<file path="src/rdrw_pkg.sv">
// ----------------------------------------------------------------------------
// rdrw_pkg: shared types and constants of the rolling day reject window
// widths of the stream fields, reciprocal constants for the minute-of-day
// math and the item passed from the time path to the bin window
// ----------------------------------------------------------------------------
package rdrw_pkg;

  localparam int unsigned WINDOW_MINUTES_DEF = 1440;

  localparam int unsigned EPOCH_W = 32;
  localparam int unsigned COUNT_W = 32;
  localparam int unsigned BIN_W   = 16;
  localparam int unsigned MIN_W   = 11;
  localparam int unsigned TOTAL_W = 27;
  localparam int unsigned OFF_W   = 5;
  localparam int unsigned OFFS_W  = 17;  // offset in seconds, signed
  localparam int unsigned DAY_W   = 17;  // seconds of the day

  localparam logic [MIN_W-1:0] NO_MINUTE = 11'd2047;
  localparam logic [BIN_W-1:0] BIN_MAX   = 16'hFFFF;

  localparam int unsigned DAY_SECONDS  = 86400;
  localparam int unsigned HOUR_SECONDS = 3600;

  // 86400 = 675 << 7
  localparam int unsigned DAY_LO_W  = 7;
  localparam int unsigned DAY_ODD   = 675;
  localparam int unsigned DAY_HI_W  = EPOCH_W - DAY_LO_W;  // 25
  localparam int unsigned ODD_REM_W = 10;
  localparam int unsigned DAYS_W    = 16;                  // epoch / 86400 < 2^16

  // ceil(2^35 / 675), exact floor division for 25-bit dividends
  localparam int unsigned          RECIP_675_SH = 35;
  localparam logic [25:0]          RECIP_675    = 26'd50903317;
  // ceil(2^23 / 60), exact floor division for dividends below 86400
  localparam int unsigned          RECIP_60_SH  = 23;
  localparam logic [17:0]          RECIP_60     = 18'd139811;

  // configuration port
  localparam int unsigned APB_ADDR_W = 3;
  localparam int unsigned APB_DATA_W = 32;
  localparam logic        REG_UTC_OFFSET = 1'b0;  // register index bit, paddr[2]

  typedef struct packed {
    logic [MIN_W-1:0] minute;
    logic [BIN_W-1:0] bin_val;
  } minute_item_t;

endpackage

</file>
<file path="src/rdrw_minute_calc.sv">
// ----------------------------------------------------------------------------
// rdrw_minute_calc: local minute of the day
// five-stage pipeline: saturated reject sum, epoch mod 86400 by reciprocal,
// utc offset with day wrap, division by 60 by reciprocal
// ----------------------------------------------------------------------------
module rdrw_minute_calc (
  input  logic                                    clk_i,
  input  logic                                    rst_ni,
  input  logic                                    in_valid_i,
  output logic                                    in_ready_o,
  input  logic [rdrw_pkg::EPOCH_W-1:0]            epoch_i,
  input  logic [rdrw_pkg::COUNT_W-1:0]            guard_i,
  input  logic [rdrw_pkg::COUNT_W-1:0]            thresh_i,
  input  logic signed [rdrw_pkg::OFFS_W-1:0]      off_secs_i,
  output logic                                    out_valid_o,
  input  logic                                    out_ready_i,
  output rdrw_pkg::minute_item_t                  out_item_o
);

  localparam int unsigned STAGES = 5;
  localparam int unsigned SUM_W  = rdrw_pkg::COUNT_W + 1;
  localparam int unsigned BPROD_W = rdrw_pkg::DAY_HI_W + 26;
  localparam int unsigned CREM_W  = 26;
  localparam int unsigned DSUM_W  = rdrw_pkg::DAY_W + 2;
  localparam int unsigned EPROD_W = rdrw_pkg::DAY_W + 18;

  logic [STAGES-1:0] valid_q;
  logic [STAGES:0]   en;

  // stage a: input
  logic [rdrw_pkg::EPOCH_W-1:0] a_epoch_q;
  logic [rdrw_pkg::BIN_W-1:0]   a_bin_q;
  logic [SUM_W-1:0]             in_sum;
  logic [rdrw_pkg::BIN_W-1:0]   in_bin;
  // stage b: days quotient
  logic [rdrw_pkg::DAY_HI_W-1:0] b_x_q;
  logic [rdrw_pkg::DAY_LO_W-1:0] b_lo_q;
  logic [rdrw_pkg::DAYS_W-1:0]   b_q_q;
  logic [rdrw_pkg::BIN_W-1:0]    b_bin_q;
  logic [BPROD_W-1:0]            b_prod;
  // stage c: seconds of the utc day
  logic [rdrw_pkg::DAY_W-1:0]    c_secs_q;
  logic [rdrw_pkg::BIN_W-1:0]    c_bin_q;
  logic [CREM_W-1:0]             c_rem;
  // stage d: seconds of the local day
  logic [rdrw_pkg::DAY_W-1:0]    d_secs_q;
  logic [rdrw_pkg::BIN_W-1:0]    d_bin_q;
  logic signed [DSUM_W-1:0]      d_sum;
  logic [rdrw_pkg::DAY_W-1:0]    d_secs;
  // stage e: minute
  logic [rdrw_pkg::MIN_W-1:0]    e_min_q;
  logic [rdrw_pkg::BIN_W-1:0]    e_bin_q;
  logic [EPROD_W-1:0]            e_prod;

  // a stage moves on when it is empty or the next one moves
  always_comb begin
    en[STAGES] = out_ready_i;
    for (int i = STAGES - 1; i >= 0; i--) begin
      en[i] = !valid_q[i] || en[i+1];
    end
  end

  assign in_ready_o  = en[0];
  assign out_valid_o = valid_q[STAGES-1];

  always_ff @(posedge clk_i or negedge rst_ni) begin
    if (!rst_ni) begin
      valid_q <= '0;
    end else begin
      if (en[0]) begin
        valid_q[0] <= in_valid_i;
      end
      for (int i = 1; i < STAGES; i++) begin
        if (en[i]) begin
          valid_q[i] <= valid_q[i-1];
        end
      end
    end
  end

  // wide sum, then saturate
  always_comb begin
    in_sum = SUM_W'(guard_i) + SUM_W'(thresh_i);
    in_bin = (|in_sum[SUM_W-1:rdrw_pkg::BIN_W]) ? rdrw_pkg::BIN_MAX
                                                : in_sum[rdrw_pkg::BIN_W-1:0];
  end

  assign b_prod = BPROD_W'(a_epoch_q[rdrw_pkg::EPOCH_W-1:rdrw_pkg::DAY_LO_W])
                * BPROD_W'(rdrw_pkg::RECIP_675);

  assign c_rem = CREM_W'(b_x_q) - CREM_W'(b_q_q) * CREM_W'(rdrw_pkg::DAY_ODD);

  // offset can push the time a day either way
  always_comb begin
    d_sum = $signed({2'b00, c_secs_q}) + DSUM_W'(off_secs_i);
    if (d_sum < 0) begin
      d_secs = rdrw_pkg::DAY_W'(d_sum + DSUM_W'(rdrw_pkg::DAY_SECONDS));
    end else if (d_sum >= $signed(DSUM_W'(rdrw_pkg::DAY_SECONDS))) begin
      d_secs = rdrw_pkg::DAY_W'(d_sum - DSUM_W'(rdrw_pkg::DAY_SECONDS));
    end else begin
      d_secs = rdrw_pkg::DAY_W'(d_sum);
    end
  end

  assign e_prod = EPROD_W'(d_secs_q) * EPROD_W'(rdrw_pkg::RECIP_60);

  always_ff @(posedge clk_i) begin
    if (en[0]) begin
      a_epoch_q <= epoch_i;
      a_bin_q   <= in_bin;
    end
    if (en[1]) begin
      b_x_q   <= a_epoch_q[rdrw_pkg::EPOCH_W-1:rdrw_pkg::DAY_LO_W];
      b_lo_q  <= a_epoch_q[rdrw_pkg::DAY_LO_W-1:0];
      b_q_q   <= b_prod[rdrw_pkg::RECIP_675_SH +: rdrw_pkg::DAYS_W];
      b_bin_q <= a_bin_q;
    end
    if (en[2]) begin
      c_secs_q <= {c_rem[rdrw_pkg::ODD_REM_W-1:0], b_lo_q};
      c_bin_q  <= b_bin_q;
    end
    if (en[3]) begin
      d_secs_q <= d_secs;
      d_bin_q  <= c_bin_q;
    end
    if (en[4]) begin
      e_min_q <= e_prod[rdrw_pkg::RECIP_60_SH +: rdrw_pkg::MIN_W];
      e_bin_q <= d_bin_q;
    end
  end

  assign out_item_o.minute  = e_min_q;
  assign out_item_o.bin_val = e_bin_q;

endmodule

</file>
<file path="config.mk">
export PLATFORM = sky130hd
export DESIGN_NAME = rdrw_minute_calc
export DESIGN_NICKNAME = d
export VERILOG_FILES = /design/src/rdrw_pkg.sv /design/src/rdrw_minute_calc.sv
export SDC_FILE = /design/constraint.sdc
export NUM_CORES = 1
export LEC_CHECK = 0
export BUFFER_PORTS_ARGS = -buffer_cell sky130_fd_sc_hd__buf_2
export CAP_MARGIN = 10
export CORE_ASPECT_RATIO = 2
export CORE_MARGIN = 3
export CORE_UTILIZATION = 65
export CTS_BUF_LIST = sky130_fd_sc_hd__clkbuf_4 sky130_fd_sc_hd__clkbuf_8
export DETAILED_ROUTE_END_ITERATION = 8
export PLACE_DENSITY = 0.81
export SLEW_MARGIN = 20
export SYNTH_ARGS = -nofsm -noshare
export SYNTH_HDL_FRONTEND = slang
export SYNTH_SLANG_ARGS = --single-unit
</file>
<file path="constraint.sdc">
create_clock -name clk_i -period 20.1 [get_ports clk_i]
set_clock_uncertainty 0.15 [all_clocks]
set_input_delay 1.005 -clock clk_i [delete_from_list [all_inputs] [get_ports clk_i]]
set_output_delay 1.005 -clock clk_i [all_outputs]
set_load 0.02 [all_outputs]
</file>
## Yosys cells after proc, flatten, opt, wreduce, memory -nomap -nowiden

Index checks and enable logic that the tools add are counted.

| word-level totals | value |
|---|---|
| input bits | 117 |
| register bits | 195 |

| operators by class | value |
|---|---|
| muxes and demuxes | 2 |
| add/subtract/negate cells | 5 |
| multiply operators | 3 |
| reductions and logical operators | 11 |
| $lt $le $gt $ge | 2 |

Operator list:

| operator | number |
|---|---|
| multiplier 25 x 26 -> 51 bit, second input constant | 1 |
| multiplier 17 x 18 -> 34 bit, second input constant | 1 |
| 2-to-1 mux 17 bit | 2 |
| adder 32 x 32 -> 33 bit | 1 |
| adder 18 x 17 -> 19 bit | 1 |
| greater-or-equal comparator 19 x 18 -> 1 bit, second input constant | 1 |
| < comparator 19 x 1 -> 1 bit, second input constant | 1 |
| adder 17 bit, second input constant | 1 |
| OR reduction 17 bit | 1 |
| subtractor 17 bit, second input constant | 1 |
| multiplier 16 x 10 -> 10 bit, second input constant | 1 |
| subtractor 10 bit | 1 |
| logical NOT 1 bit | 5 |
| logical OR 1 bit | 5 |

## Depth between registers and ports, before layout

Gate-level depths: netlist of the first run.

| logic depth | value |
|---|---|
| depth after elaboration | 6 |
| depth in mapped cells | 25 |

## Worst setup path before layout of the first run

No wires, ideal clock.

| timing path | value |
|---|---|
| path kind | flip-flop to flip-flop |
| from | register a_epoch_q[12] (netlist name) |
| to | register b_q_q[8] (netlist name) (data pin) |
| arrival time | 6.142 ns |
| buffers on the path | 0 |
| clock period less this slack | 6.551 ns |
| setup slack | 13.549 ns |
| required time | 19.690 ns |
| setup time | 0.260 ns |
| stages on the path, launching flop included | 23 |
| cells stage by stage | edfxtp_1 inv_1 ha_1 inv_1 fa_1 ha_1 inv_1 fa_1 inv_1 fa_1 fa_1 inv_1 fa_1 inv_1 ha_1 nand4_1 a2111oi_0 a211oi_1 o41ai_1 a41oi_1 a21oi_1 a21boi_0 xnor2_1 |

| between the ends | value |
|---|---|
| longest elaborated chain between the ends | 1 |

RTL lines:

| item | RTL line | source |
|---|---|---|
| from (decl) | rdrw_minute_calc.sv:31 | `logic [rdrw_pkg::EPOCH_W-1:0] a_epoch_q;` |
| from (signal assigned) | rdrw_minute_calc.sv:109 | `a_epoch_q <= epoch_i;` |
| multiplier 25 x 26 -> 51 bit | rdrw_minute_calc.sv:89 | `* BPROD_W'(rdrw_pkg::RECIP_675);` |
| named net b_prod[43] | rdrw_minute_calc.sv:40 | `logic [BPROD_W-1:0] b_prod;` |
| to (signal assigned) | rdrw_minute_calc.sv:115 | `b_q_q <= b_prod[rdrw_pkg::RECIP_675_SH +: rdrw_pkg::DAYS_W];` |
| to (decl) | rdrw_minute_calc.sv:38 | `logic [rdrw_pkg::DAYS_W-1:0] b_q_q;` |

The timed path passes the listed nets, and every way through them passes these cells.
A chain may end at the register's enable or synchronous reset.

## Worst setup path after layout of the first run

Ends and elaborated chain as after synthesis.

==> results by group, run 1 <==
Status
  • Status: finished, final reports clean

Logic synthesis
  • Synth area leader: ha_1
  • Async S/R FF share, synth: 2.65%
  • Ranking of synthesized cells by area: ha_1 (26%), edfxtp_1 (25%), fa_1 (21%), inv_1 (8.4%), xnor2_1 (2.0%)
  • Synth Flop Type: edfxtp_1
  • EDFF count, synth: 184
  • Mean Syn Cell Area: 11.0 µm²
  • Seq cells post-synth: 189
  • Syn Nets: 2774
  • Post-Syn Area: 0.0217 mm²
  • Post-synth top cells: inv_1 (484), ha_1 (444), fa_1 (231)
  • Most frequent cell after synthesis: inv_1
  • Synth warn: 0
  • Synth cell types: 74
  • Sequential area share after synthesis: 26.0%
  • Top-area cell type share of the netlist area: 25.5%
  • Cells after synthesis: 1982

Routing
  • Post-route DRC violation count: 0
  • Final ANT Viol Nets: 0
  • Routed WL per cell: 19.2 µm
  • Routed WL: 49700 µm
  • DRT iter0 DRCs: 800
  • Routed vias: 14800
  • Vias per inst: 5.73
  • TritonRoute pass-1 iters: 7

Die
  • Row Count: 94
  • Die Ht: 265 µm
  • # IOs: 146
  • CORE AREA: 0.0329 mm²
  • Initial core utilization: 66.0%
  • Die Span X: 135 µm
  • Full die area: 0.0358 mm²

Clock network
  • Hold_buf cts: 0
  • # Post-CTS Setup Buffers: 0
  • Maximum level of the CTS H-tree: 4
  • Clk_lat worst skew: 0.53 ns
  • Sinks on Clock Net: 189
  • Clk buf depth: 2
  • TritonCTS clock tree: done
  • Post-CTS Resized: 0
  • Root Driver: clkbuf_8
  • Number of CTS-inserted buffers: 17
  • Clk pin slew, worst setup/hold paths: 0.12 ns

Critical path
  • Crit-path cells: inv_1 -> ha_1 -> inv_1 -> fa_1 -> ha_1 -> inv_1 -> fa_1 -> inv_1 -> fa_1 -> fa_1 -> inv_1 -> fa_1 -> inv_1 -> ha_1 -> nand4_1 -> a2111oi_0 -> a211oi_1 -> o41ai_1 -> a41oi_1 -> a21oi_1 -> a21boi_0 -> xnor2_1
  • Worst setup EP type: flop
  • Worst r2r src: a_epoch_q[12]
  • Worst R2R End: b_q_q[8]
  • Most Frequent Cell on Critical Path: inv_1
  • Critical path's slowest cell: o41ai_1
  • Setup slack, reg-to-reg: 12.22 ns
  • R2R cell count: 22
  • Worst setup SP type: flop
  • Max FO, Critical Path: 11
  • Max incr delay on CP: 0.94 ns
  • CP Class: reg -> reg
  • Required time of the critical path: 20.22 ns
  • Critical path arrival: 8.00 ns

Global routing
  • Initial antenna violation count: 4
  • Largest net degree at the start of global routing: 51
  • Gr ovfl total: 0
  • Number of global-route vias before repair: 16700
  • Global Route Usage Sum: 28.9%
  • Global-route wire length before repair: 79800 µm

Timing
  • RSZ-0062 raised after global routing: false
  • Final period util: 39.2%
  • Worst slew pin tran: 1.04 ns
  • Slew HR: 29.5%
  • Max-slew violation count: 0
  • Final setup vio count: 0
  • Final Hold Viols: 0
  • Setup ws final: 12.22 ns
  • Post-route minimum period: 7.88 ns
  • Setup TNS: 0 ns
  • F_max: 127 MHz

Placed design
  • Gpl congestion: 0.998
  • Setup Slack @ Placement: 12.37 ns
  • Dpl hpwl: 43200 µm
  • IO Port Bufs: 145

Flow run
  • Max-cap violation count: 0

Cells and area
  • Area growth, synth to finish: 7.93%
  • Layout Nets: 2930
  • Util after Layout: 71.3%
  • Layout cells sized above 1: 9.58%

Hold path
  • Hold Path Class: in -> async
==> routing by layer <==
layer,routed length [µm],track usage [%]
met5,0,0
met4,4370,22.3
met3,1400,3.72
met2,28300,56.1
met1,15500,25.9
==> flip-flops by register name, summed over array words and instances (netlist names), 10 cells and up <==
register / count
c_bin_q: 16
c_secs_q: 17
e_min_q: 11
a_epoch_q: 32
b_x_q: 10
d_bin_q: 16
a_bin_q: 16
b_bin_q: 16
e_bin_q: 16
b_q_q: 10
d_secs_q: 17
==> critical path, delay by kind of cell, from the launching register on <==
kind | cells | cell delay [ns]
adders and majority gates | 8 | 3.49
AOI/OAI and AO/OA | 6 | 2.45
DFF | 1 | 0.71
buffers and inverters | 6 | 0.54
xor gates and xnor gates | 1 | 0.16
and+or+nand+nor | 1 | 0.11
==> cell type report <==
class	count	area, µm²
Inverter	484	1820
Multi-Input combinational cell	1296	14200
Timing Repair Buffer	150	763
Clock inverter	15	220
Tap cell	432	541
Antenna cell	4	10.0
Clock buffer	17	234
Fill cell	2396	9460
Sequential cell	189	5650
==> how the worst max path moves through the flow <==
stage | start | to | slack, ns | depth (start not counted)
detailed placement | a_epoch_q[12] | b_q_q[8] | 12.37 | 22
CTS | a_epoch_q[12] | b_q_q[8] | 12.27 | 22
floorplan | a_epoch_q[12] | b_q_q[8] | 13.55 | 22
global placement | a_epoch_q[12] | b_q_q[8] | 12.66 | 22
finish | a_epoch_q[12] | b_q_q[8] | 12.22 | 22
global route | a_epoch_q[12] | b_q_q[8] | 11.81 | 22
==> cell families (layout without fill, tap and decap cells) <==
family | Yosys count | count (layout) | share of synthesized area [%]
AND/OR/NAND/NOR | 260 | 260 | 6.43
XOR/XNOR | 83 | 83 | 3.38
AO/OA/AOI/OAI | 271 | 271 | 8.47
adder cells (fa/ha/maj) | 675 | 675 | 46.8
multiplexers | 7 | 7 | 0.322
flip-flops | 189 | 189 | 26.0
other | 0 | 4 | 0
buffers and inverters | 497 | 666 | 8.62
==> layout by cell type, fill, tap and decap left out, drive strengths merged, types with 12 or more instances in the layout <==
cell type,instances
buf,150
nand3,19
nor2b,14
inv,492
fa,231
o21a,17
nand2b,20
xnor2,50
edfxtp,184
nor2,53
xor2,33
o21ai,39
o21bai,16
nor3,19
clkbuf,17
ha,444
nand4,21
a21oi,73
nand2,50
and3,12
a21o,39
o211ai,12
==> metrics by stage <==
| stage | hold WS (ns) | instance area, µm² | instances |
|---|---|---|---|
| after floorplan | 0.250 | 21700 | 1982 |
| after global placement | 0.250 | 23000 | 2551 |
| after detailed placement | 0.255 | 23000 | 2551 |
| after CTS | 0.0837 | 23500 | 2583 |
| after global routing | 0.0915 | 23500 | 2587 |
| final | 0.119 | 23500 | 2587 |
Power of run 1 is not shown: default switching activity piles up to over one toggle a cycle in this logic, so the estimate is an artifact.
==> inputs of run 2 (changes only) <==
--- a/config.mk
+++ b/config.mk
@@ -5,14 +5,15 @@
 export SDC_FILE = /design/constraint.sdc
 export NUM_CORES = 1
 export LEC_CHECK = 0
+export ABC_AREA = 1
 export BUFFER_PORTS_ARGS = -buffer_cell sky130_fd_sc_hd__buf_2
 export CAP_MARGIN = 10
 export CORE_ASPECT_RATIO = 2
 export CORE_MARGIN = 3
-export CORE_UTILIZATION = 65
+export CORE_UTILIZATION = 58
 export CTS_BUF_LIST = sky130_fd_sc_hd__clkbuf_4 sky130_fd_sc_hd__clkbuf_8
 export DETAILED_ROUTE_END_ITERATION = 8
-export PLACE_DENSITY = 0.81
+export PLACE_DENSITY = 0.76
 export SLEW_MARGIN = 20
 export SYNTH_ARGS = -nofsm -noshare
 export SYNTH_HDL_FRONTEND = slang
==> constraint.sdc (replaced) <==
create_clock -name clk_i -period 6.85 [get_ports clk_i]
set_clock_uncertainty 0.15 [all_clocks]
set_input_delay 0.3425 -clock clk_i [delete_from_list [all_inputs] [get_ports clk_i]]
set_output_delay 0.3425 -clock clk_i [all_outputs]
set_load 0.02 [all_outputs]
==> run 2 against run 1 <==
Against the previous run:
- sequential cell count unchanged
- maximum frequency up 24%
- final cell count up 27%
- via count up 21%
- area after synthesis up 8.4%
- die area up 21%
- worst hold slack worse by 0.034 ns
- non-clock buffer count up 48
- critical endpoint is now b_q_q[9]
- highest routed layer unchanged
==> results by group, run 2 <==
Status
  • Status: finished, final reports clean

Timing
  • Worst slew pin tran: 1.03 ns (-0.0188 ns)
  • F_max: 157 MHz (+24%)
  • Final period util: 92.8% (+54 points)
  • Max-slew violation count: 0 (unchanged)
  • RSZ-0062 raised after global routing: false
  • Post-route minimum period: 6.36 ns (-1.52 ns)
  • Final setup vio count: 0 (unchanged)
  • Setup TNS: 0 ns (unchanged)
  • Final Hold Viols: 0 (unchanged)
  • Slew HR: 31.4% (+1.9 points)

Global routing
  • Global-route wire length before repair: 102000 µm (+28%)
  • Number of global-route vias before repair: 19500 (+17%)
  • Global Route Usage Sum: 31.2% (+2.2 points)
  • Gr ovfl total: 0 (unchanged)
  • Initial antenna violation count: 1 (-3)
  • Largest net degree at the start of global routing: 44 (-14%)

Critical path
  • Worst setup SP type: flop
  • Setup slack, reg-to-reg: 0.49 ns (-11.73 ns)
  • R2R cell count: 23 (+4.5%)
  • Required time of the critical path: 6.96 ns (-13.26 ns)
  • Worst R2R End: b_q_q[9]
  • CP Class: reg -> reg
  • Critical path arrival: 6.47 ns (-1.53 ns)
  • Worst Setup SP: a_epoch_q[23]
  • Worst r2r src: a_epoch_q[23]
  • Worst setup EP type: flop
  • Max FO, Critical Path: 8 (-3)

Die
  • CORE AREA: 0.0398 mm² (+21%)
  • Initial core utilization: 59.2% (-6.8 points)
  • Full die area: 0.0432 mm² (+21%)
  • Die Ht: 291 µm (+10%)
  • # IOs: 146 (unchanged)
  • Die Span X: 149 µm (+9.8%)
  • Row Count: 103 (+9.6%)

Logic synthesis
  • Seq cells post-synth: 189 (unchanged)
  • Async S/R FF share, synth: 2.65% (unchanged)
  • Cells after synthesis: 2527 (+27%)
  • Ranking of synthesized cells by area: ha_1 (24%), edfxtp_1 (23%), fa_1 (20%), inv_1 (10%), nand2_1 (5.3%)
  • Post-Syn Area: 0.0236 mm² (+8.4%)
  • Top-area cell type share of the netlist area: 23.6% (-2.0 points)
  • Post-synth top cells: inv_1 (650), ha_1 (444), nand2_1 (332)
  • Mean Syn Cell Area: 9.33 µm² (-15%)
  • Synth warn: 0 (unchanged)
  • Syn Nets: 3319 (+20%)
  • Most frequent cell after synthesis: inv_1
  • Sequential area share after synthesis: 24.0% (-2.0 points)
  • Synth Flop Type: edfxtp_1
  • Synth area leader: ha_1
  • Synth cell types: 53 (-28%)
  • EDFF count, synth: 184 (unchanged)

Cells and area
  • Biggest register: a_epoch_q
  • # fillers: 3246 (+35%)
  • Layout Nets: 3532 (+21%)
  • Layout cells sized above 1: 9.52% (-0.060 points)
  • Design area: 0.0259 mm² (+10%)
  • Commonest cells after routing, fill and taps aside: inv_1 (649), ha_1 (444), nand2_1 (331)
  • Top flop regs: a_epoch_q: 32 flops, c_secs_q: 17 flops, d_secs_q: 17 flops
  • Most common cell after layout, fill and taps aside: inv_1
  • Layout Cells excl Fill: 3279 (+27%)
  • Area growth, synth to finish: 9.72%
  • Largest register FFs: 32 (unchanged)

Clock network
  • Maximum level of the CTS H-tree: 4 (unchanged)
  • Clk pin slew, worst setup/hold paths: 0.16 ns (+0.04 ns)
  • Clk_lat worst skew: 0.54 ns (about the same)
  • Number of CTS-inserted buffers: 17 (unchanged)
  • Root Driver: clkbuf_8
  • Sinks on Clock Net: 189 (unchanged)
  • TritonCTS clock tree: done
  • Clk buf depth: 2 (unchanged)
  • # Post-CTS Setup Buffers: 0 (unchanged)

Routing
  • Final ANT Viol Nets: 0 (unchanged)
  • Post-route DRC violation count: 0 (unchanged)
  • DRT iter0 DRCs: 862 (+7.8%)
  • Routed vias: 18000 (+21%)
  • Routed WL per cell: 19.9 µm (+3.7%)
  • TritonRoute pass-1 iters: 5 (-2)
  • Routed WL: 65300 µm (+31%)
  • Vias per inst: 5.48 (-4.4%)

Placed design
  • Dpl hpwl: 56500 µm (+31%)
  • IO Port Bufs: 145 (unchanged)
  • DP Area: 0.0251 mm² (+8.9%)
  • Gpl congestion: 1.06 (+5.7%)
  • Post-placement cell count: 3210 (+26%)

Hold path
  • Hold Startpoint: thresh_i[0]
  • Hold Path Class: in -> reg
  • Hold path depth: 4
  • Worst Hold Path EP: a_bin_q[0]

Flow run
  • Max-cap violation count: 0 (unchanged)
[run 2: final cells by class]
class                      count  area [µm²]  area share, %
multi-input combinational   1679       15400           59.7
timing repair buffer         198        1210           4.69
clock buffer                  17         234          0.905
sequential                   189        5650           21.8
antenna                        1        2.50        0.00967
inverter                     655        2460           9.51
clock inverter                15         210          0.813
tap                          525         657           2.54
[run 2: per-layer routing]
layer  GRT usage, %  vias up  share of wire [%]  routed length [µm]
li1               -     8538                  -                   -
met1           28.4     8567                 31               20200
met2           58.7      583                 55               35800
met3           5.00      286                4.1                2670
met4           25.2        0                 10                6570
met5              0        -                  0                   0
[run 2: worst max-delay path, stage by stage, from the launching register on]
cell	delay (ns)
edfxtp_1	0.66
ha_1	0.26
inv_1	0.07
fa_1	0.47
inv_1	0.05
fa_1	0.50
inv_1	0.07
fa_1	0.54
inv_1	0.06
fa_1	0.53
inv_1	0.06
fa_1	0.53
inv_1	0.06
fa_1	0.48
ha_1	0.35
nand2_1	0.09
nor2_1	0.13
inv_1	0.08
nor4_1	0.37
nand3_1	0.13
nand3_1	0.17
nand2_1	0.08
nand3_1	0.08
xor2_1	0.07
[run 2: through the flow]
stage | utilization, % | setup slack (ns) | hold WS, ns
3_5_place_dp | 62.9 | 0.560 | 0.0124
5_1_grt | 65.0 | 0.0430 | 0.0866
2_1_floorplan | - | 1.04 | -0.103
4_1_cts | 64.9 | 0.490 | 0.0599
3_3_place_gp | 62.9 | 0.625 | 0.00996
6_report | 65.0 | 0.493 | 0.0849
[run 2: cell families (layout without fill, tap and decap cells)]
kind of cell             Yosys count  in the layout  share of synthesized area, %
adder cells (fa/ha/maj)          675            675                          43.2
buffers and inverters            659            885                          10.6
other                              0              1                             0
AO/OA/AOI/OAI                    256            256                          6.44
flip-flops                       189            189                          24.0
AND/OR/NAND/NOR                  667            667                          12.8
XOR/XNOR                          81             81                          3.09
[run 2: worst max path at each step]
stage / slack, ns / cells past startpoint / to
2_1_floorplan: 1.04 / 21 / b_q_q[9]
3_3_place_gp: 0.63 / 21 / b_q_q[9]
3_5_place_dp: 0.56 / 22 / b_q_q[9]
4_1_cts: 0.49 / 21 / b_q_q[9]
5_1_grt: 0.04 / 22 / b_q_q[9]
6_report: 0.49 / 23 / b_q_q[9]
[run 2: timing repair]
item                                   CTS  global route
setup endpoints to repair                0             0
resized for setup                        0             0
endpoints found under the hold margin   39             0
hold buffers                            36             0
Power of run 2 is left out for the same reason.
